--- config.mk ---
export PLATFORM = sky130hd
export DESIGN_NAME = id_set_slot_table_unit
export DESIGN_NICKNAME = d
export VERILOG_FILES = /design/src/rtl/isst_pkg.sv /design/src/rtl/id_set_slot_table_unit.sv /design/src/rtl/isst_apb_reg.sv
export SDC_FILE = /design/constraint.sdc
export NUM_CORES = 2
export LEC_CHECK = 0
export ABC_AREA = 1
export BUFFER_PORTS_ARGS = -buffer_cell sky130_fd_sc_hd__buf_2
export CAP_MARGIN = 30
export CORE_ASPECT_RATIO = 0.9
export CORE_MARGIN = 2
export CORE_UTILIZATION = 53
export DETAILED_ROUTE_END_ITERATION = 10
export PLACE_DENSITY_LB_ADDON = 0.2
export RECOVER_POWER = 100
export SETUP_SLACK_MARGIN = 0.1
export SLEW_MARGIN = 20
export SYNTH_ARGS = -nofsm -noshare
export SYNTH_HDL_FRONTEND = slang
export SYNTH_SLANG_ARGS = --single-unit
--- constraint.sdc ---
create_clock -name clk -period 7.8 [get_ports clk]
set_clock_uncertainty 0.05 [all_clocks]
set_input_delay 1.56 -clock clk [delete_from_list [all_inputs] [get_ports clk]]
set_output_delay 1.56 -clock clk [all_outputs]
set_load 0.05 [all_outputs]
--- src/rtl/isst_pkg.sv ---
// ----------------------------------------------------------------------------
// isst_pkg: shared types and constants of the ID set slot table
// Mode and status codes, register map and field widths used by the table
// core and its register block.
// ----------------------------------------------------------------------------
package isst_pkg;

	// field and bus widths
	localparam int ID_W     = 16;
	localparam int ADDR_W   = 3;
	localparam int DATA_W   = 32;
	localparam int SLOTO_W  = 6;
	localparam int COUNTO_W = 7;

	// register index taken from paddr above the byte offset
	typedef logic [ADDR_W-3:0] reg_idx_t;
	localparam reg_idx_t REG_EMPTY_MARKER = reg_idx_t'(0);

	// operation requested by an input transfer
	typedef enum logic [1:0] {
		MODE_ADD    = 2'd0,
		MODE_REMOVE = 2'd1,
		MODE_READ   = 2'd2,
		MODE_CLEAR  = 2'd3
	} mode_t;

	// outcome reported with each result transfer
	typedef enum logic [2:0] {
		ST_ADDED    = 3'd0,
		ST_DUP      = 3'd1,
		ST_FULL     = 3'd2,
		ST_REMOVED  = 3'd3,
		ST_NOTFOUND = 3'd4,
		ST_HIT      = 3'd5,
		ST_EMPTY    = 3'd6,
		ST_CLEARED  = 3'd7
	} status_t;

endpackage

--- src/rtl/id_set_slot_table_unit.sv ---
// ----------------------------------------------------------------------------
// id_set_slot_table_unit: fixed slot table holding a set of 16-bit IDs
// Add, remove, read and clear of IDs in a one-read-port slot memory, walked by
// a small sequencer with one shared ID comparator.
// ----------------------------------------------------------------------------
// One item is taken at a time; in_stall stays high until it is finished. An
// add or remove walks every slot through the single memory read port, one
// slot per cycle, before it forms its result. A read waits on one registered
// memory read; a clear runs a wiping pass (one memory write per slot). After
// reset the block runs a clearing pass over every slot before it takes its
// first item; configuration writes are taken throughout. A finished result
// waits in the output register while the next item is taken.
// ----------------------------------------------------------------------------
module id_set_slot_table_unit
	import isst_pkg::*;
#(
	parameter int SLOTS = 64
) (
	input  logic                clk,
	input  logic                arst_n,
	// input channel
	input  logic                in_valid,
	output logic                in_stall,
	input  logic [1:0]          mode,
	input  logic [ID_W-1:0]     id_value,
	input  logic [SLOTO_W-1:0]  slot_index,
	// result channel
	output logic                out_valid,
	input  logic                out_stall,
	output logic [2:0]          status,
	output logic [SLOTO_W-1:0]  slot_out,
	output logic [ID_W-1:0]     id_out,
	output logic [COUNTO_W-1:0] entry_count,
	output logic [SLOTO_W-1:0]  high_mark,
	// configuration port
	input  logic                psel,
	input  logic                penable,
	input  logic                pwrite,
	input  logic [ADDR_W-1:0]   paddr,
	input  logic [DATA_W-1:0]   pwdata,
	output logic [DATA_W-1:0]   prdata,
	output logic                pready
);

	localparam int AW = $clog2(SLOTS);
	localparam int CW = $clog2(SLOTS + 1);
	localparam logic [AW:0]   SLOTS_C = (AW + 1)'(SLOTS);
	localparam logic [AW-1:0] LAST_C  = AW'(SLOTS - 1);

	typedef enum logic [2:0] {
		S_WIPE,
		S_IDLE,
		S_SCAN,
		S_RDWAIT,
		S_FIN
	} state_t;

	// memory word: used flag over the stored ID
	typedef logic [ID_W:0] word_t;

	state_t               state_q;
	logic [AW:0]          cnt_q;
	logic                 wipe_clear_q;
	mode_t                mode_q;
	logic [ID_W-1:0]      id_q;
	logic [SLOTO_W-1:0]   sidx_q;
	logic                 found_q;
	logic                 dup_q;
	logic [AW-1:0]        found_idx_q;
	logic [AW-1:0]        hi_q;
	logic [CW-1:0]        count_q;
	logic [AW-1:0]        top_q;
	logic                 vld_s1;
	logic [AW-1:0]        idx_s1;

	logic                 out_valid_q;
	status_t              status_q;
	logic [SLOTO_W-1:0]   slot_q;
	logic [ID_W-1:0]      id_out_q;
	logic [COUNTO_W-1:0]  count_out_q;
	logic [SLOTO_W-1:0]   mark_out_q;

	word_t                mem [SLOTS];
	word_t                mem_rdata;
	logic [AW-1:0]        rd_addr;
	logic                 mem_we;
	logic [AW-1:0]        mem_waddr;
	word_t                mem_wdata;

	logic [ID_W-1:0]      empty_marker;
	logic                 scan_issue;
	logic                 rd_used;
	logic                 id_match;
	logic                 fin_fire;
	logic [AW+SLOTO_W-1:0] sidx_ext;
	logic [AW-1:0]        sidx_addr;
	logic                 sidx_in_range;

	// next-step values formed in the finishing cycle
	status_t              fin_status;
	logic [AW-1:0]        fin_slot;
	logic [ID_W-1:0]      fin_id;
	logic [CW-1:0]        fin_count;
	logic [AW-1:0]        fin_top;
	logic [AW+SLOTO_W-1:0] fin_slot_ext;
	logic [AW+SLOTO_W-1:0] fin_top_ext;
	logic [CW+COUNTO_W-1:0] fin_count_ext;

	isst_apb_reg u_reg (
		.clk          (clk),
		.arst_n       (arst_n),
		.psel         (psel),
		.penable      (penable),
		.pwrite       (pwrite),
		.paddr        (paddr),
		.pwdata       (pwdata),
		.prdata       (prdata),
		.pready       (pready),
		.empty_marker (empty_marker)
	);

	// map the requested slot onto the memory address space
	assign sidx_ext      = (AW + SLOTO_W)'(sidx_q);
	assign sidx_addr     = sidx_ext[AW-1:0];
	assign sidx_in_range = (32'(sidx_q) < SLOTS);

	// issue one slot read per cycle while walking the table
	assign scan_issue = (state_q == S_SCAN) && (cnt_q < SLOTS_C);
	assign rd_addr    = (state_q == S_SCAN) ? cnt_q[AW-1:0] : sidx_addr;

	// shared ID comparator against the word just read
	assign rd_used  = mem_rdata[ID_W];
	assign id_match = rd_used && (mem_rdata[ID_W-1:0] == id_q);

	assign fin_fire = (state_q == S_FIN) && (!out_valid_q || !out_stall);
	assign in_stall = (state_q != S_IDLE);

	// slot memory: one write port, one registered read port
	always_ff @(posedge clk) begin
		if (mem_we) begin
			mem[mem_waddr] <= mem_wdata;
		end
		mem_rdata <= mem[rd_addr];
	end

	// select the memory write: clearing pass or the finishing update
	always_comb begin
		mem_we    = 1'b0;
		mem_waddr = found_idx_q;
		mem_wdata = '0;
		if (state_q == S_WIPE) begin
			mem_we    = 1'b1;
			mem_waddr = cnt_q[AW-1:0];
		end else if (fin_fire && (mode_q == MODE_ADD) && !dup_q && found_q) begin
			mem_we    = 1'b1;
			mem_wdata = {1'b1, id_q};
		end else if (fin_fire && (mode_q == MODE_REMOVE) && found_q) begin
			mem_we    = 1'b1;
			mem_wdata = {1'b0, empty_marker};
		end
	end

	// form the result and the new count and mark
	always_comb begin
		fin_status = ST_CLEARED;
		fin_slot   = '0;
		fin_id     = '0;
		fin_count  = count_q;
		fin_top    = top_q;
		unique case (mode_q)
			MODE_ADD: begin
				if (dup_q) begin
					fin_status = ST_DUP;
				end else if (found_q) begin
					fin_status = ST_ADDED;
					fin_slot   = found_idx_q;
					fin_count  = count_q + CW'(1);
					fin_top    = (found_idx_q > top_q) ? found_idx_q : top_q;
				end else begin
					fin_status = ST_FULL;
				end
			end
			MODE_REMOVE: begin
				if (found_q) begin
					fin_status = ST_REMOVED;
					fin_slot   = found_idx_q;
					fin_count  = count_q - CW'(1);
					if (found_idx_q == top_q) begin
						fin_top = hi_q;
					end
				end else begin
					fin_status = ST_NOTFOUND;
				end
			end
			MODE_READ: begin
				if (sidx_in_range && rd_used) begin
					fin_status = ST_HIT;
					fin_id     = mem_rdata[ID_W-1:0];
				end else begin
					fin_status = ST_EMPTY;
					fin_id     = empty_marker;
				end
			end
			MODE_CLEAR: begin
				fin_status = ST_CLEARED;
				fin_count  = '0;
				fin_top    = '0;
			end
		endcase
	end

	assign fin_slot_ext  = (AW + SLOTO_W)'(fin_slot);
	assign fin_top_ext   = (AW + SLOTO_W)'(fin_top);
	assign fin_count_ext = (CW + COUNTO_W)'(fin_count);

	// sequencer: state, walk counter, scan results and the result register
	always_ff @(posedge clk or negedge arst_n) begin
		if (!arst_n) begin
			state_q      <= S_WIPE;
			cnt_q        <= '0;
			wipe_clear_q <= 1'b0;
			mode_q       <= MODE_ADD;
			id_q         <= '0;
			sidx_q       <= '0;
			found_q      <= 1'b0;
			dup_q        <= 1'b0;
			found_idx_q  <= '0;
			hi_q         <= '0;
			count_q      <= '0;
			top_q        <= '0;
			vld_s1       <= 1'b0;
			idx_s1       <= '0;
			out_valid_q  <= 1'b0;
			status_q     <= ST_ADDED;
			slot_q       <= '0;
			id_out_q     <= '0;
			count_out_q  <= '0;
			mark_out_q   <= '0;
		end else begin
			vld_s1 <= scan_issue;
			idx_s1 <= cnt_q[AW-1:0];

			// raise the result when it is formed, drop it once it is taken
			if (fin_fire) begin
				out_valid_q <= 1'b1;
			end else if (out_valid_q && !out_stall) begin
				out_valid_q <= 1'b0;
			end

			unique case (state_q)
				S_WIPE: begin
					if (cnt_q[AW-1:0] == LAST_C) begin
						cnt_q   <= '0;
						state_q <= wipe_clear_q ? S_FIN : S_IDLE;
					end else begin
						cnt_q <= cnt_q + (AW + 1)'(1);
					end
				end
				S_IDLE: begin
					if (in_valid) begin
						mode_q      <= mode_t'(mode);
						id_q        <= id_value;
						sidx_q      <= slot_index;
						cnt_q       <= '0;
						found_q     <= 1'b0;
						dup_q       <= 1'b0;
						found_idx_q <= '0;
						hi_q        <= '0;
						unique case (mode_t'(mode))
							MODE_ADD, MODE_REMOVE: begin
								state_q <= S_SCAN;
							end
							MODE_READ: begin
								state_q <= S_RDWAIT;
							end
							MODE_CLEAR: begin
								wipe_clear_q <= 1'b1;
								state_q      <= S_WIPE;
							end
						endcase
					end
				end
				S_SCAN: begin
					if (scan_issue) begin
						cnt_q <= cnt_q + (AW + 1)'(1);
					end
					if (vld_s1) begin
						if (mode_q == MODE_ADD) begin
							// note a held copy and the lowest free slot
							if (id_match) begin
								dup_q <= 1'b1;
							end
							if (!rd_used && !found_q) begin
								found_q     <= 1'b1;
								found_idx_q <= idx_s1;
							end
						end else begin
							// take the first match, track the highest other used slot
							if (id_match && !found_q) begin
								found_q     <= 1'b1;
								found_idx_q <= idx_s1;
							end else if (rd_used) begin
								hi_q <= idx_s1;
							end
						end
						if (idx_s1 == LAST_C) begin
							state_q <= S_FIN;
						end
					end
				end
				S_RDWAIT: begin
					state_q <= S_FIN;
				end
				S_FIN: begin
					if (fin_fire) begin
						status_q     <= fin_status;
						slot_q       <= (mode_q == MODE_READ) ? sidx_q
							: fin_slot_ext[SLOTO_W-1:0];
						id_out_q     <= fin_id;
						count_out_q  <= fin_count_ext[COUNTO_W-1:0];
						mark_out_q   <= fin_top_ext[SLOTO_W-1:0];
						count_q      <= fin_count;
						top_q        <= fin_top;
						wipe_clear_q <= 1'b0;
						state_q      <= S_IDLE;
					end
				end
				default: begin
					state_q <= S_IDLE;
				end
			endcase
		end
	end

	assign out_valid   = out_valid_q;
	assign status      = status_q;
	assign slot_out    = slot_q;
	assign id_out      = id_out_q;
	assign entry_count = count_out_q;
	assign high_mark   = mark_out_q;

endmodule

--- src/rtl/isst_apb_reg.sv ---
// ----------------------------------------------------------------------------
// isst_apb_reg: configuration register block
// Holds the empty marker, written and read back over an APB-style port.
// ----------------------------------------------------------------------------
module isst_apb_reg
	import isst_pkg::*;
(
	input  logic              clk,
	input  logic              arst_n,
	input  logic              psel,
	input  logic              penable,
	input  logic              pwrite,
	input  logic [ADDR_W-1:0] paddr,
	input  logic [DATA_W-1:0] pwdata,
	output logic [DATA_W-1:0] prdata,
	output logic              pready,
	output logic [ID_W-1:0]   empty_marker
);

	logic [ID_W-1:0] marker_q;
	reg_idx_t        reg_idx;
	logic            wr_en;

	// decode the register index and the write strobe
	assign reg_idx = paddr[ADDR_W-1:2];
	assign pready  = 1'b1;
	assign wr_en   = psel && penable && pwrite;

	// hold the marker; reset to all ones
	always_ff @(posedge clk or negedge arst_n) begin
		if (!arst_n) begin
			marker_q <= '1;
		end else if (wr_en && (reg_idx == REG_EMPTY_MARKER)) begin
			marker_q <= pwdata[ID_W-1:0];
		end
	end

	// read back the addressed register, zero elsewhere
	always_comb begin
		prdata = '0;
		if (reg_idx == REG_EMPTY_MARKER) begin
			prdata = DATA_W'(marker_q);
		end
	end

	assign empty_marker = marker_q;

endmodule

### Word level (Yosys, flattened, before mapping)

Memories as Yosys holds them, arrays and structs flattened. A register that Yosys moved wholly into a read port is not among the register bits.
Index checks and enable logic that the tools add are counted.

* register bits after elaboration: 111
* memory bits (writable): 1088
* bits of input ports: 66
* output and inout bits: 73
* memories kept: 1

Memories
* mem: words 64, width 17, read ports 1, clocked after memory_dff 1, write ports 1, line id_set_slot_table_unit.sv:83 `word_t mem [SLOTS];`

* add/sub/neg operators: 3
* $lt $le $gt $ge: 2
* eq/ne operators: 34
* muxes and demuxes: 71
* bitwise gates (word level): 1
* reduce and logical (&&, ||, !) cells: 39

Operators by type and width (number)
* $mux 6: 19
* $mux 16: 4
* $mux 7: 6
* $pmux 7 s3: 2
* $pmux 6 s2: 3
* $mux 17: 2
* $ne 2x2->1 const B: 12
* $mux 3: 7
* $mux 1: 18
* $pmux 6 s3: 1
* $eq 16x16->1: 1
* $pmux 3 s5: 1
* $reduce_and 5->1: 3
* $add 7x1->7 const B: 2
* $logic_and 1x1->1: 14
* $eq 6x6->1 const B: 2
* $pmux 3 s4: 1
* $reduce_and 6->1: 2
* $ne 2x1->1 const B: 5
* $pmux 3 s3: 1
* $eq 2x2->1 const B: 4
* $reduce_and 8->1: 1
* $lt 7x7->1 const B: 1
* $sub 7x1->7 const B: 1
* other kinds (21): 37

### Depth between registers and ports, before layout

* word-level depth: 10
* mapped depth: 14
* gate-level depth less buffers: 12

### Cells and area by module

From an unflattened synthesis, not the netlist that was laid out.

* cells, all modules: 5447
* area total of the unflattened synthesis: 54194.5 um^2

By module, submodules not included
* id_set_slot_table_unit: times used 1, cells each 5322, area each 53236.1 um^2
* isst_apb_reg: times used 1, cells each 125, area each 958.4 um^2

### Worst setup path before layout

No wires, ideal clock.

* kind: input to register
* start: input port out_stall
* end: memory mem[0][7] in the netlist's numbering (data pin)
* library setup time: 0.553 ns
* arrival: 5.411 ns
* path slack: 1.786 ns
* cell stages on the path: 7
* path buffers: 2
* path through: nand2_1 > nand2_1 > buf_6 > nor4_4 > inv_1 > clkbuf_1 > o22ai_1

* cells in the longest elaborated chain, start to end: 8

RTL lines
* start, declared: line id_set_slot_table_unit.sv:29 `input logic out_stall,`
* $logic_not 1->1 (*): line id_set_slot_table_unit.sv:135 `assign fin_fire = (state_q == S_FIN) && (!out_valid_q || !out_stall);`
* $logic_or 1x1->1 (*): line id_set_slot_table_unit.sv:135
* $logic_and 1x1->1 (*): line id_set_slot_table_unit.sv:135
* $logic_and 1x1->1 (on tied branches) (2 in a row): line id_set_slot_table_unit.sv:157, id_set_slot_table_unit.sv:154
* $mux 16 / $logic_and 1x1->1 (equally long branches): line id_set_slot_table_unit.sv:157, id_set_slot_table_unit.sv:154
* $mux 17 (*): line id_set_slot_table_unit.sv:154 `end else if (fin_fire && (mode_q == MODE_ADD) && !dup_q && found_q) begin`
* $mux 17 (*): line id_set_slot_table_unit.sv:151 `if (state_q == S_WIPE) begin`
* net mem_wdata[7]: line id_set_slot_table_unit.sv:88 `word_t mem_wdata;`
* end, declared: line id_set_slot_table_unit.sv:83

The timed path passes the listed nets; every way through them passes the cells marked *.

### Worst setup path in the final report

* start: register state_q[0]
* end: register mem_rdata[9], read port of mem

* cells in the longest elaborated chain, start to end: 2

RTL lines
* start, declared: line id_set_slot_table_unit.sv:61 `state_t state_q;`
* start signal, assigned: line id_set_slot_table_unit.sv:254 `state_q <= wipe_clear_q ? S_FIN : S_IDLE;`
* $eq 3x2->1: line id_set_slot_table_unit.sv:129 `assign rd_addr = (state_q == S_SCAN) ? cnt_q[AW-1:0] : sidx_addr;`
* $mux 6: line id_set_slot_table_unit.sv:129
* end, declared: line id_set_slot_table_unit.sv:84 `word_t mem_rdata;`

Every way passes these cells.
A chain may end at the register's enable or synchronous reset.

==> impl_metrics.yaml <==
grt:
  grt.total_usage_pct: 27.05
  antenna_found_initial: 4
  grt-ovfl-total: 0
  grt_max_degree: 179
  grt_pass1_vias: 35550
  grt_pass1_wl_um: 213900
cts:
  cts-buffers-inserted: 120
  cts_setup_buffers: 0
  cts_tree: "built"
  cts_root_buffer: "clkbuf_16"
  cts_hold_buf: 0
  h-tree-depth: 3
  clkTransAtPathRegs_ns: 0.07
  cts.repair.resized: 0
  cts_sinks: 1216
  clk_latency_ns: 0.73
  clockBufferDepth: 3
synth:
  syn_area_sq_um: 53990
  yosysSeqAreaShare_pct: 66.33
  ys_ff_latch: 1216
  async_flop_share_pct: 9.128
  synth_edf_count: 1088
  ys.flop_type: "edfxtp_1"
  ys_warn_count: 0
  syn_area_per_cell_sq_um: 9.972
  synth_cell_types: 49
  synthCells: 5414
status:
  status: "complete, but fails checks"
  violations: "max-capacitance violations, max-slew violations"
sta:
  min_period_ns: 6.038
  worstMarginPinSlew_ns: 2.143
  finalSetupViolations: 0
  slew_viol_final: 853
  setup_tns_ns: 0
  relSlewSlack_pct: -42.86
  fmax_mhz: 165.6
  rsz0062_at_grt: "false"
  worst_slack_ns: 1.762
  finalCritPeriodShare_pct: 77.41
  hold_viol: 0
layout:
  drive_above_1_share_pct: 5.406
  fin_nets: 5567
  fill_cells: 8466
  area_growth_pct: 10.14
routing:
  wl_per_cell_um: 20.33
  vias: 37750
  remaining_drc_errors: 0
  wl_um: 141200
  via_per_inst: 5.435
  ant_nets: 0
  drt_iter0_drc: 4266
  drt_pass1_iterations: 6
worst_setup_path:
  end_kind: "register"
  slowest_stage: "nand2_1"
  worstPathRequired_ns: 8.36
  slowest_delay_ns: 1.00
  crit_arrival_ns: 6.59
  worstPathMaxFanout: 178
  critical_path_class: "register to register"
  path_cells: "nor2_1 -> nand2_1 -> nand2_4 -> nand2_1 -> buf_12 -> nand2_1 -> nand3_1 -> nand3_1 -> nand3_1 -> nand3_1 -> nand3_1 -> nand2_1"
  crit_buf_inv: 1
  crit_top_cell: "nand3_1"
  crit_path_start_kind: "register"
  critPathTopFamily: "simple AND/OR/NAND/NOR gates"
floorplan:
  die_height_um: 306.8
  die_w_um: 340.4
  io_pins: 139
  core_sq_um: 101400
  rows: 111
  initial_core_util_pct: 53.25
  dieArea_sq_um: 104400
pwr:
  ir_worst_vdd_v: 0.0003653
  p_per_area_nw_per_um2: 386.9
  leakagePower_nw: 25.15
placed_design:
  dpl.hpwl_um: 75470
  dp_worst_setup_slack_ns: 2.464
  port_buffers: 103
  place_congestion: 0.8927
min_path:
  hp-class: "register to register"
job:
  drv_cap: 19
[per-layer routing]
layer  GRT usage (%)  vias to the layer above  wire [um]
li1                -                    17670          -
met1           38.52                    18010      58390
met5               0                        -          0
met3           4.204                      308      13210
met2           42.02                     1766      63980
met4           10.73                        0       5621
[layout by cell type, fill, tap and decap left out, types with 3 or more instances in the layout]
cell type,n
nand2_1,1230
nand3_1,1175
inv_1,1120
edfxtp_1,1088
nor2_1,167
clkbuf_1,162
clkbuf_16,125
dfrtp_1,95
o21ai_0,64
a21oi_1,52
buf_2,44
clkinv_1,29
buf_4,25
conb_1,17
dfxtp_1,17
dfstp_2,16
clkinv_2,14
buf_12,13
ha_1,12
nor3_1,9
o22ai_1,9
clkbuf_2,9
o21ai_4,7
nand4_1,7
clkbuf_8,7
o22ai_4,6
o211ai_1,6
or2_2,5
xor2_1,4
diode_2,3
nor2_2,3
o31ai_1,3
bufinv_16,3
[per-stage QoR]
stage / cells / cell area, sq um / hold slack (ns) / power, mW / utilization, %
2_1_floorplan: 5429 / 54040 / 0.3242 / 14.35 / -
3_3_place_gp: 6712 / 56100 / 0.3585 / 17.31 / 55.33
3_5_place_dp: 6719 / 56200 / 0.3554 / 17.49 / 55.43
4_1_cts: 6939 / 59970 / 0.3778 / 23.00 / 59.15
5_1_grt: 6942 / 59460 / 0.3855 / 24.18 / 58.64
6_report: 6945 / 59460 / 0.3818 / 23.00 / 58.65
[cell type report]
type	instances	area, sq um	area share, %
clock buffers	166	3352	5.637
inverters	1125	4225	7.106
flip-flops and latches	1216	35810	60.22
multi-input cells	2804	12720	21.40
repair buffers	221	1236	2.079
clock inverters	54	414.1	0.6965
well taps	1356	1697	2.853
diodes	3	7.507	0.01262
[synth_stat cells (all sizes together) (10+ instances only)]
master	instances	share of area, %
nand2	1233	8.6
a21oi	52	0.50
nand3	1177	11
edfxtp	1088	61
ha	12	0.28
buf	210	2.1
o22ai	15	0.17
dfstp	16	0.78
dfrtp	95	4.4
clkbuf	74	0.51
nor2	170	1.2
nor3	10	0.093
dfxtp	17	0.63
o21ai	75	0.74
inv	1122	7.8
[worst register-to-register path: cells and delay by family (launching register included)]
family / cells / cell delay (ns)
AND/OR/NAND/NOR: 11 / 4.94
buffers and inverters: 1 / 0.56
flip-flops: 1 / 0.39
[sequential cells by signal, indices dropped and copies added, names as in the netlist, 7 cells and up]
name,count
entry_count,7
mem,1088
id_q,16
mem_rdata,17
u_reg.empty_marker,16
id_out,16
cnt_q,7
[final timing paths]
path	cells after the start	end	startpoint	slack [ns]
max	12	mem_rdata[9]	state_q[0]	1.76
min	0	idx_s1[4]	cnt_q[4]	0.38
max reg2reg	12	mem_rdata[9]	state_q[0]	1.76
min reg2reg	0	idx_s1[4]	cnt_q[4]	0.38
max in group asynchronous	2	cnt_q[4]	arst_n	3.79
min in group asynchronous	1	id_out[11]	arst_n	1.20
[power breakdown]
part	switching (mW)	internal (mW)	total, mW
clock network	2.46	3.10	5.55
logic	7.12	2.36	9.47
registers	0.241	7.74	7.98
[logic make-up after synthesis]
family	share of synthesized area [%]
AND/OR/NAND/NOR	21.09
adder cells (fa/ha/maj)	0.3152
AO/OA/AOI/OAI	1.685
other	0.01391
XOR/XNOR	0.09734
flip-flops	66.33
buffers and inverters	10.46
No activity file was read; power rests on OpenSTA's default activity.
